==> src/rtl/core/frt_pkg.sv <==
package frt_pkg;

  localparam int SLOTS    = 16;
  localparam int SLOT_W   = (SLOTS > 1) ? $clog2(SLOTS) : 1;
  localparam int RUN_W    = $clog2(SLOTS + 1);
  localparam int AW       = 9;  // wide enough for slot + 8-bit position/count
  localparam logic [16:0] MSG_MAX = 17'h1FFFF;

  localparam logic [1:0] OP_ASSEMBLE = 2'd0;
  localparam logic [1:0] OP_CLEAR    = 2'd1;
  localparam logic [1:0] OP_RESET    = 2'd2;

  localparam logic [1:0] ST_REJECT   = 2'd0;
  localparam logic [1:0] ST_STORED   = 2'd1;
  localparam logic [1:0] ST_COMPLETE = 2'd2;
  localparam logic [1:0] ST_DONE     = 2'd3;

  typedef enum logic [1:0] {
    K_ASM,
    K_CLR,
    K_RST,
    K_REJ
  } kind_e;

  typedef enum logic [2:0] {
    B_IDLE,
    B_SEARCH,
    B_ZERO,
    B_MATCH,
    B_WRITE,
    B_CHECK,
    B_DONE
  } back_state_e;

  typedef struct packed {
    kind_e        kind;
    logic [15:0]  peer_counter;
    logic [15:0]  peer_ident;
    logic [63:0]  sequence_req;
    logic [12:0]  frag_bytes;
    logic [7:0]   frag_index;
    logic [7:0]   frag_total;
    logic [3:0]   entry_index;
  } entry_t;

endpackage

==> src/rtl/core/frt_front.sv <==
module frt_front (
  input  logic [1:0]           op_i,
  input  logic [15:0]          peer_counter_i,
  input  logic [15:0]          peer_ident_i,
  input  logic [63:0]          sequence_req_i,
  input  logic [12:0]          frag_bytes_i,
  input  logic [7:0]           frag_index_i,
  input  logic [7:0]           frag_total_i,
  input  logic [3:0]           entry_index_i,
  input  logic [12:0]          slot_bytes_i,
  output frt_pkg::entry_t      entry_o
);
  import frt_pkg::*;

  logic bad;

  // Field checks for an assemble item.
  assign bad = (frag_total_i == 8'd0) || (frag_index_i >= frag_total_i) ||
               (frag_bytes_i == 13'd0) || (frag_bytes_i > slot_bytes_i) ||
               ((frag_bytes_i != slot_bytes_i) &&
                ({1'b0, frag_index_i} + 9'd1 != {1'b0, frag_total_i}));

  always_comb begin
    entry_o.peer_counter = peer_counter_i;
    entry_o.peer_ident   = peer_ident_i;
    entry_o.sequence_req = sequence_req_i;
    entry_o.frag_bytes   = frag_bytes_i;
    entry_o.frag_index   = frag_index_i;
    entry_o.frag_total   = frag_total_i;
    entry_o.entry_index  = entry_index_i;
    case (op_i)
      OP_ASSEMBLE: entry_o.kind = bad ? K_REJ : K_ASM;
      OP_CLEAR:    entry_o.kind = K_CLR;
      OP_RESET:    entry_o.kind = K_RST;
      default:     entry_o.kind = K_REJ;
    endcase
  end

endmodule

==> src/rtl/core/frt_queue.sv <==
module frt_queue (
  input  logic            clk_i,
  input  logic            rst_ni,
  input  logic            push_i,
  input  frt_pkg::entry_t data_i,
  input  logic            pop_i,
  output logic            valid_o,
  output logic            full_o,
  output frt_pkg::entry_t data_o
);
  import frt_pkg::*;

  entry_t     mem_q [2];
  logic       wptr_q, rptr_q;
  logic [1:0] cnt_q;

  assign valid_o = (cnt_q != 2'd0);
  assign full_o  = (cnt_q == 2'd2);
  assign data_o  = mem_q[rptr_q];

  always_ff @(posedge clk_i or negedge rst_ni) begin
    if (!rst_ni) begin
      wptr_q <= 1'b0;
      rptr_q <= 1'b0;
      cnt_q  <= 2'd0;
    end else begin
      if (push_i) wptr_q <= ~wptr_q;
      if (pop_i) rptr_q <= ~rptr_q;
      cnt_q <= cnt_q + {1'b0, push_i} - {1'b0, pop_i};
    end
  end

  always_ff @(posedge clk_i) begin
    if (push_i) mem_q[wptr_q] <= data_i;
  end

endmodule

==> src/rtl/core/frt_back.sv <==
module frt_back (
  input  logic            clk_i,
  input  logic            rst_ni,
  input  logic            valid_i,
  input  frt_pkg::entry_t entry_i,
  input  logic [12:0]     slot_bytes_i,
  output logic            pop_o,
  output logic            done_o,
  output logic [1:0]      status_o,
  output logic [3:0]      write_slot_o,
  output logic [3:0]      message_id_o,
  output logic [16:0]     message_bytes_o
);
  import frt_pkg::*;

  back_state_e state_q, state_d;
  entry_t      item_q, item_d;
  logic [AW-1:0]     idx_q, idx_d;
  logic [SLOT_W-1:0] id_q, id_d;
  logic [16:0]       total_q, total_d;
  logic              ok_q, ok_d;
  logic [RUN_W-1:0]  alloc_q;

  logic [RUN_W-1:0]  run_q [SLOTS];
  logic [15:0]       pc_q  [SLOTS];
  logic [15:0]       pi_q  [SLOTS];
  logic [63:0]       sq_q  [SLOTS];
  logic [12:0]       fb_q  [SLOTS];
  logic [16:0]       mb_q  [SLOTS];

  logic              emit;
  logic [1:0]        st_d;
  logic [3:0]        ws_d, mid_d;
  logic [16:0]       mbytes_d;
  logic              clr_en, rst_en, zero_en, head_en, fb_en, mb_en;
  logic [SLOT_W-1:0] zero_idx, fb_idx;

  logic [AW-1:0]     id_w, cnt_w, pos_w, alloc_w, slot_w, last_w;
  logic [SLOT_W-1:0] rd_idx;
  logic [17:0]       sum;
  logic [12:0]       add_v;
  logic [16:0]       msg;

  assign id_w    = AW'(id_q);
  assign cnt_w   = AW'(item_q.frag_total);
  assign pos_w   = AW'(item_q.frag_index);
  assign alloc_w = AW'(alloc_q);
  assign slot_w  = id_w + idx_q;
  assign last_w  = cnt_w - AW'(1);
  assign rd_idx  = (state_q == B_SEARCH) ? idx_q[SLOT_W-1:0] : slot_w[SLOT_W-1:0];

  always_comb begin
    state_d  = state_q;
    item_d   = item_q;
    idx_d    = idx_q;
    id_d     = id_q;
    total_d  = total_q;
    ok_d     = ok_q;
    pop_o    = 1'b0;
    emit     = 1'b0;
    st_d     = ST_REJECT;
    ws_d     = 4'd0;
    mid_d    = 4'd0;
    mbytes_d = 17'd0;
    clr_en   = 1'b0;
    rst_en   = 1'b0;
    zero_en  = 1'b0;
    head_en  = 1'b0;
    fb_en    = 1'b0;
    mb_en    = 1'b0;
    zero_idx = slot_w[SLOT_W-1:0];
    fb_idx   = SLOT_W'(id_w + pos_w);
    add_v    = 13'd0;
    sum      = 18'd0;
    msg      = 17'd0;
    case (state_q)
      B_IDLE: begin
        if (valid_i) begin
          pop_o = 1'b1;
          case (entry_i.kind)
            K_CLR: begin
              clr_en = (AW'(entry_i.entry_index) < AW'(SLOTS));
              zero_idx = SLOT_W'(entry_i.entry_index);
              emit = 1'b1;
              st_d = ST_DONE;
            end
            K_RST: begin
              rst_en = 1'b1;
              emit = 1'b1;
              st_d = ST_DONE;
            end
            K_ASM: begin
              item_d  = entry_i;
              idx_d   = '0;
              state_d = B_SEARCH;
            end
            default: begin
              emit = 1'b1;
              st_d = ST_REJECT;
            end
          endcase
        end
      end
      B_SEARCH: begin
        if (run_q[rd_idx] != '0 && pc_q[rd_idx] == item_q.peer_counter &&
            pi_q[rd_idx] == item_q.peer_ident && sq_q[rd_idx] == item_q.sequence_req) begin
          id_d    = rd_idx;
          state_d = B_MATCH;
        end else if (idx_q == AW'(SLOTS - 1)) begin
          if (cnt_w > AW'(SLOTS)) begin
            emit    = 1'b1;
            state_d = B_IDLE;
          end else begin
            id_d    = (alloc_w + cnt_w <= AW'(SLOTS)) ? alloc_q[SLOT_W-1:0] : '0;
            idx_d   = '0;
            state_d = B_ZERO;
          end
        end else begin
          idx_d = idx_q + AW'(1);
        end
      end
      B_ZERO: begin
        zero_en = 1'b1;
        if (idx_q == last_w) begin
          head_en = 1'b1;
          state_d = B_WRITE;
        end else begin
          idx_d = idx_q + AW'(1);
        end
      end
      B_MATCH: begin
        if (AW'(run_q[id_q]) != cnt_w || id_w + pos_w >= AW'(SLOTS)) begin
          emit    = 1'b1;
          state_d = B_IDLE;
        end else begin
          state_d = B_WRITE;
        end
      end
      B_WRITE: begin
        fb_en   = 1'b1;
        idx_d   = '0;
        total_d = '0;
        ok_d    = 1'b1;
        state_d = (id_w + cnt_w > AW'(SLOTS)) ? B_DONE : B_CHECK;
        if (id_w + cnt_w > AW'(SLOTS)) ok_d = 1'b0;
      end
      B_CHECK: begin
        if (idx_q == last_w) begin
          ok_d  = ok_q && (fb_q[rd_idx] != 13'd0);
          add_v = fb_q[rd_idx];
          state_d = B_DONE;
        end else begin
          ok_d  = ok_q && (fb_q[rd_idx] == slot_bytes_i);
          add_v = slot_bytes_i;
          idx_d = idx_q + AW'(1);
        end
        sum     = {1'b0, total_q} + 18'(add_v);
        total_d = (sum > 18'(MSG_MAX)) ? MSG_MAX : sum[16:0];
      end
      B_DONE: begin
        mb_en = ok_q;
        msg   = ok_q ? total_q : mb_q[id_q];
        emit  = 1'b1;
        st_d  = (msg != 17'd0) ? ST_COMPLETE : ST_STORED;
        ws_d  = 4'(id_w + pos_w);
        mid_d = 4'(id_w);
        mbytes_d = msg;
        state_d  = B_IDLE;
      end
      default: state_d = B_IDLE;
    endcase
  end

  always_ff @(posedge clk_i or negedge rst_ni) begin
    if (!rst_ni) begin
      state_q <= B_IDLE;
      done_o  <= 1'b0;
      alloc_q <= '0;
      for (int i = 0; i < SLOTS; i++) run_q[i] <= '0;
    end else begin
      state_q <= state_d;
      done_o  <= emit;
      if (rst_en) begin
        alloc_q <= '0;
        for (int i = 0; i < SLOTS; i++) run_q[i] <= '0;
      end
      if (clr_en || zero_en) run_q[zero_idx] <= '0;
      if (head_en) begin
        run_q[id_q] <= RUN_W'(cnt_w);
        alloc_q     <= RUN_W'(id_w + cnt_w);
      end
    end
  end

  always_ff @(posedge clk_i) begin
    item_q  <= item_d;
    idx_q   <= idx_d;
    id_q    <= id_d;
    total_q <= total_d;
    ok_q    <= ok_d;
    status_o        <= st_d;
    write_slot_o    <= ws_d;
    message_id_o    <= mid_d;
    message_bytes_o <= mbytes_d;
    if (clr_en || zero_en) begin
      fb_q[zero_idx] <= '0;
      mb_q[zero_idx] <= '0;
    end
    if (head_en) begin
      pc_q[id_q] <= item_q.peer_counter;
      pi_q[id_q] <= item_q.peer_ident;
      sq_q[id_q] <= item_q.sequence_req;
    end
    if (fb_en) fb_q[fb_idx] <= item_q.frag_bytes;
    if (mb_en) mb_q[id_q] <= total_q;
  end

endmodule

==> src/rtl/core/fragment_reassembly_table_top.sv <==
// Channel   | Direction | Handshake                 | Payload
// ----------+-----------+---------------------------+-----------------------------------
// item      | in        | start high, busy low      | op, peer key, sequence, fragment
// result    | out       | done_o strobe, one cycle  | status, write_slot, message_id, bytes
// config    | in        | cfg_valid_i && cfg_ready_o| slot_bytes (13 bit)
//
// A new message is popped, searched over all slots, cleared over its run, recorded,
// checked fragment by fragment and reported; a fragment of a live message is searched
// to its slot, matched, recorded, checked and reported, or reported after the match on
// a count or range mismatch; too long a run is reported after the search; clear, reset
// and field-rejected items are reported on pop. A queued item waits for the one ahead.
// Reset is asynchronous and active low; it empties the run counts and the allocation
// position. The receiver cannot stall; busy rises only while the two-entry queue is full.
module fragment_reassembly_table_top (
  input  logic        clk_i,
  input  logic        rst_ni,
  input  logic        start,
  output logic        busy,
  input  logic [1:0]  op_i,
  input  logic [15:0] peer_counter_i,
  input  logic [15:0] peer_ident_i,
  input  logic [63:0] sequence_req_i,
  input  logic [12:0] frag_bytes_i,
  input  logic [7:0]  frag_index_i,
  input  logic [7:0]  frag_total_i,
  input  logic [3:0]  entry_index_i,
  input  logic        cfg_valid_i,
  output logic        cfg_ready_o,
  input  logic [12:0] cfg_slot_bytes_i,
  output logic        done_o,
  output logic [1:0]  status_o,
  output logic [3:0]  write_slot_o,
  output logic [3:0]  message_id_o,
  output logic [16:0] message_bytes_o
);
  import frt_pkg::*;

  logic [12:0] slot_bytes_q;
  entry_t      front_entry, queue_entry;
  logic        q_valid, q_full, q_pop, push;

  // Take a write on any cycle; write only while no item is in flight.
  assign cfg_ready_o = 1'b1;

  always_ff @(posedge clk_i or negedge rst_ni) begin
    if (!rst_ni) begin
      slot_bytes_q <= 13'd1024;
    end else if (cfg_valid_i) begin
      slot_bytes_q <= cfg_slot_bytes_i;
    end
  end

  // Hold off new items only while the queue is full.
  assign busy = q_full;
  assign push = start && !q_full;

  // Classify the item: decode the op and check the fragment fields.
  frt_front u_front (
    .op_i           (op_i),
    .peer_counter_i (peer_counter_i),
    .peer_ident_i   (peer_ident_i),
    .sequence_req_i (sequence_req_i),
    .frag_bytes_i   (frag_bytes_i),
    .frag_index_i   (frag_index_i),
    .frag_total_i   (frag_total_i),
    .entry_index_i  (entry_index_i),
    .slot_bytes_i   (slot_bytes_q),
    .entry_o        (front_entry)
  );

  // Decouple the front from the table sequencer.
  frt_queue u_queue (
    .clk_i   (clk_i),
    .rst_ni  (rst_ni),
    .push_i  (push),
    .data_i  (front_entry),
    .pop_i   (q_pop),
    .valid_o (q_valid),
    .full_o  (q_full),
    .data_o  (queue_entry)
  );

  // Search, allocate, record and check completion, one slot per cycle.
  frt_back u_back (
    .clk_i           (clk_i),
    .rst_ni          (rst_ni),
    .valid_i         (q_valid),
    .entry_i         (queue_entry),
    .slot_bytes_i    (slot_bytes_q),
    .pop_o           (q_pop),
    .done_o          (done_o),
    .status_o        (status_o),
    .write_slot_o    (write_slot_o),
    .message_id_o    (message_id_o),
    .message_bytes_o (message_bytes_o)
  );

endmodule

==> config.mk <==
export PLATFORM = sky130hd
export DESIGN_NAME = fragment_reassembly_table_top
export DESIGN_NICKNAME = d
export VERILOG_FILES = /design/src/rtl/core/frt_pkg.sv /design/src/rtl/core/frt_front.sv /design/src/rtl/core/frt_queue.sv /design/src/rtl/core/frt_back.sv /design/src/rtl/core/fragment_reassembly_table_top.sv
export SDC_FILE = /design/constraint.sdc
export NUM_CORES = 2
export LEC_CHECK = 0
export BUFFER_PORTS_ARGS = -buffer_cell sky130_fd_sc_hd__buf_2
export CELL_PAD_IN_SITES_DETAIL_PLACEMENT = 2
export CELL_PAD_IN_SITES_GLOBAL_PLACEMENT = 2
export CORE_MARGIN = 4
export CORE_UTILIZATION = 51
export DETAILED_ROUTE_END_ITERATION = 16
export PLACE_DENSITY_LB_ADDON = 0.15
export SLEW_MARGIN = 0
export SYNTH_ARGS = -nofsm -noshare
export SYNTH_HDL_FRONTEND = slang
export SYNTH_HIERARCHICAL = 1
export SYNTH_SLANG_ARGS = --single-unit
==> constraint.sdc <==
create_clock -name clk_i -period 13.2 [get_ports clk_i]
set_input_delay 3.3 -clock clk_i [delete_from_list [all_inputs] [get_ports clk_i]]
set_output_delay 3.3 -clock clk_i [all_outputs]
set_load 0.01 [all_outputs]
==> impl_metrics.ini <==
[status]
outcome = finished with violations
violations = capacitance limit, slew limit

[logic_synthesis]
synth_edf_count = 2434
synthArstFlopShare_pct = 4.12
yosys-top-cells-area = edfxtp_1 69%, mux4_2 5.2%, mux2i_1 4.6%
yosysWarnings = 6
yosysMostFrequentCell = edfxtp_1
syn_avg_cell_area_sq_um = 16.2
synthCells = 6559
synth_common_cells = 2434 x edfxtp_1, 837 x nand2_1, 487 x mux2i_1
syn-num-nets = 6772
syn_area_sq_um = 106000
synth_ff_type = edfxtp_1
seq_area_frac_synth_pct = 71.8
synth_largest_area_cell = edfxtp_1
synth_top_area_share_pct = 68.7
synth.distinct_cells = 92
ys_ff_latch = 2571

[global_route]
overflow = 0
grtUsageTotal_pct = 36.0
grt_max_degree = 161
grt_pass1_vias = 72359
antenna_found_initial = 22
grt_pass1_wl_um = 557000

[routing]
wire_per_inst_um = 40.5
drcViolationCount = 0
viasPerCell = 6.82
first_pass_iters = 8
ant_nets = 0
num_vias = 66115
drt_wl_total_um = 393000
drt_first_iter_violations = 8572

[sta]
finalHoldViolations = 0
finalCritPeriodShare_pct = 71.7
fin_worst_skew_ns = 0.0367
finalCriticalPeriod_ns = 9.47
slew_headroom_pct = -15.6
tns_ns = 0
fmax_mhz = 106
timing.final.ws_setup_ns = 3.73
report.final.slew_viol_count = 2
grt_setup_unrepaired = no
worstMarginPinSlew_ns = 1.69
setup_viol_count_final = 0

[placed_design]
dpl_worst_slack_ns = 4.59
io_buffers = 176
globalplace.congestion = 0.841
dp_hpwl_um = 220000

[worst_hold_path]
min-delay-start = u_queue/mem_q[1][90]
hold_path.class = reg2reg
holdPathEnd = u_back/item_q[90]
hold_depth = 1

[layout]
multi_input_area_sq_um = 27100
post-route-util_pct = 57.1
fill_cells = 17828
nets = 6902
area.growth.synth_to_final_pct = 11.3
layout-drive-gt1-share_pct = 17.3
register_area_sq_um = 76400

[floorplanning]
die_w_um = 465
dieArea_sq_um = 216000
core_sq_um = 207000
initial_utilization_pct = 51.3
die_h_um = 465
io_pins = 178
num_rows = 167

[setup_path]
worstSetupEndpointType = flop
r2r_end = u_back/idx_q[6]
reg2reg_depth = 20
r2r_slack_ns = 3.73
cp_common_cell = buf_4
path_cells = buf_4 > ha_1 > inv_1 > fa_1 > xor2_4 > buf_4 > o21ai_4 > buf_12 > buf_4 > nand2_1 > and3_1 > a311oi_1 > a311oi_1 > a31oi_1 > xor2_1 > a2111oi_0 > nand4_1 > nor2_2 > o21ai_0 > a31o_2
slowest_stage = a2111oi_0
crit_arrival_ns = 10.13
worstSetupPathType = reg2reg
cp_max_fo = 115
start_kind = flop
reg2reg_from = u_back/id_q[0]
cp.required_ns = 13.86
cpPeakStageDelay_ns = 1.37

[power_and_ir_drop]
p_leak_nw = 39.3
power_density_nw_per_um2 = 263
peakVddDrop_v = 0.000330

[clocking]
cts_htree_levels = 5
ctsHoldBuffers = 0
clock-sinks = 2571
clock_latency_ns = 0.95
cts.reportedPaths.clkPinSlew_ns = 0.06
cts-resized-gates = 0
cts_tree = done
cts_buffers = 291
clockRootBuffer = clkbuf_16
post-cts-setup-buffers = 0
clk_path_buf_depth = 4

[flow_run]
drv_cap = 1
-- area by class of cell --
type                       instances  area share, %
antenna                            5         0.0106
clock buffer                     377           6.67
clock inverter                   127          0.763
inverter                          77          0.248
multi-input combinational       3414           22.9
sequential                      2571           64.5
tap                             2788           2.95
timing repair buffer             334           1.93
-- worst max-delay path, delay by kind of cell (launching register included) --
family	cells	cell delay, ns
AOI/OAI and AO/OA	7	3.00
buffers and inverters	5	2.24
and+or+nand+nor	4	2.06
adders and majority gates	2	0.80
xor gates and xnor gates	2	0.48
DFF	1	0.36
-- per-stage QoR --
stage / cell area (sq um) / cells / hold slack, ns / total power [W]
final: 118000 / 9693 / 0.551 / 0.0311
after global routing: 118000 / 9690 / 0.559 / 0.0320
after CTS: 118000 / 9688 / 0.549 / 0.0310
after detailed placement: 110000 / 9184 / 0.523 / 0.0227
after global placement: 110000 / 9184 / 0.499 / 0.0219
after floorplan: 106000 / 6559 / 0.455 / 0.0181
-- layer usage --
| metal | GRT usage (%) | vias to the layer above | wire, um |
|---|---|---|---|
| met3 | 6.29 | 1306 | 29200 |
| met2 | 60.2 | 4122 | 195000 |
| met4 | 21.1 | 10 | 26100 |
| met1 | 44.0 | 35101 | 142000 |
| li1 | - | 25576 | - |
| met5 | 0 | - | 61 |
-- worst max path at each step --
| stage | cells past startpoint | slack [ns] | start | endpoint |
|---|---|---|---|---|
| 2_1_floorplan | 2 | 3.23 | start | u_queue/mem_q[0][0] |
| 3_3_place_gp | 20 | 5.04 | u_back/id_q[0] | u_back/idx_q[3] |
| 3_5_place_dp | 20 | 4.59 | u_back/id_q[0] | u_back/idx_q[0] |
| 4_1_cts | 20 | 4.21 | u_back/id_q[0] | u_back/idx_q[6] |
| 5_1_grt | 20 | 3.92 | u_back/id_q[0] | u_back/idx_q[1] |
| 6_report | 20 | 3.73 | u_back/id_q[0] | u_back/idx_q[6] |
-- cell families (layout without fill, tap and decap cells) --
group / after synthesis / count (layout) / synth area share, %
buffers and inverters: 574 / 915 / 2.93
flip-flops: 2571 / 2571 / 71.8
other: 1 / 6 / 0.00352
multiplexers: 913 / 913 / 12.0
AND/OR/NAND/NOR: 1447 / 1447 / 5.99
XOR/XNOR: 129 / 129 / 1.08
AO/OA/AOI/OAI: 859 / 859 / 5.38
adder cells (fa/ha/maj): 65 / 65 / 0.800
-- report_power, final --
part | leakage [nW] | internal [W] | switching, W
Sequential | 22.9 | 0.00949 | 0.000404
Combinational | 12.1 | 0.00428 | 0.00909
Clock | 4.30 | 0.00446 | 0.00339
-- flip-flops by register name (all words and copies together) (netlist names), 8 cells and up, named ones only --
register	flops
u_back/idx_q	9
u_back/run_q	80
u_back/fb_q	208
slot_bytes_q	13
u_back/sq_q	1024
u_back/pc_q	256
u_back/message_bytes_o	17
u_back/cnt_w	8
u_back/mb_q	272
u_back/pi_q	256
u_queue/mem_q	262
u_back/total_q	17
u_back/item_q	117
-- placed cells by master, fill, tap and decap left out, types with 91 or more instances in the layout --
master / Yosys / final
buf_4: 158 / 142
nand3_1: 171 / 171
o21ai_0: 150 / 150
mux4_2: 247 / 247
mux2_4: 91 / 91
nor2_1: 154 / 135
buf_2: 154 / 175
edfxtp_1: 2434 / 2434
nand2_1: 837 / 836
mux2i_1: 487 / 483
a21oi_1: 239 / 239
clkbuf_16: 0 / 302
dfrtp_1: 105 / 104
No activity file was read; power rests on OpenSTA's default activity.
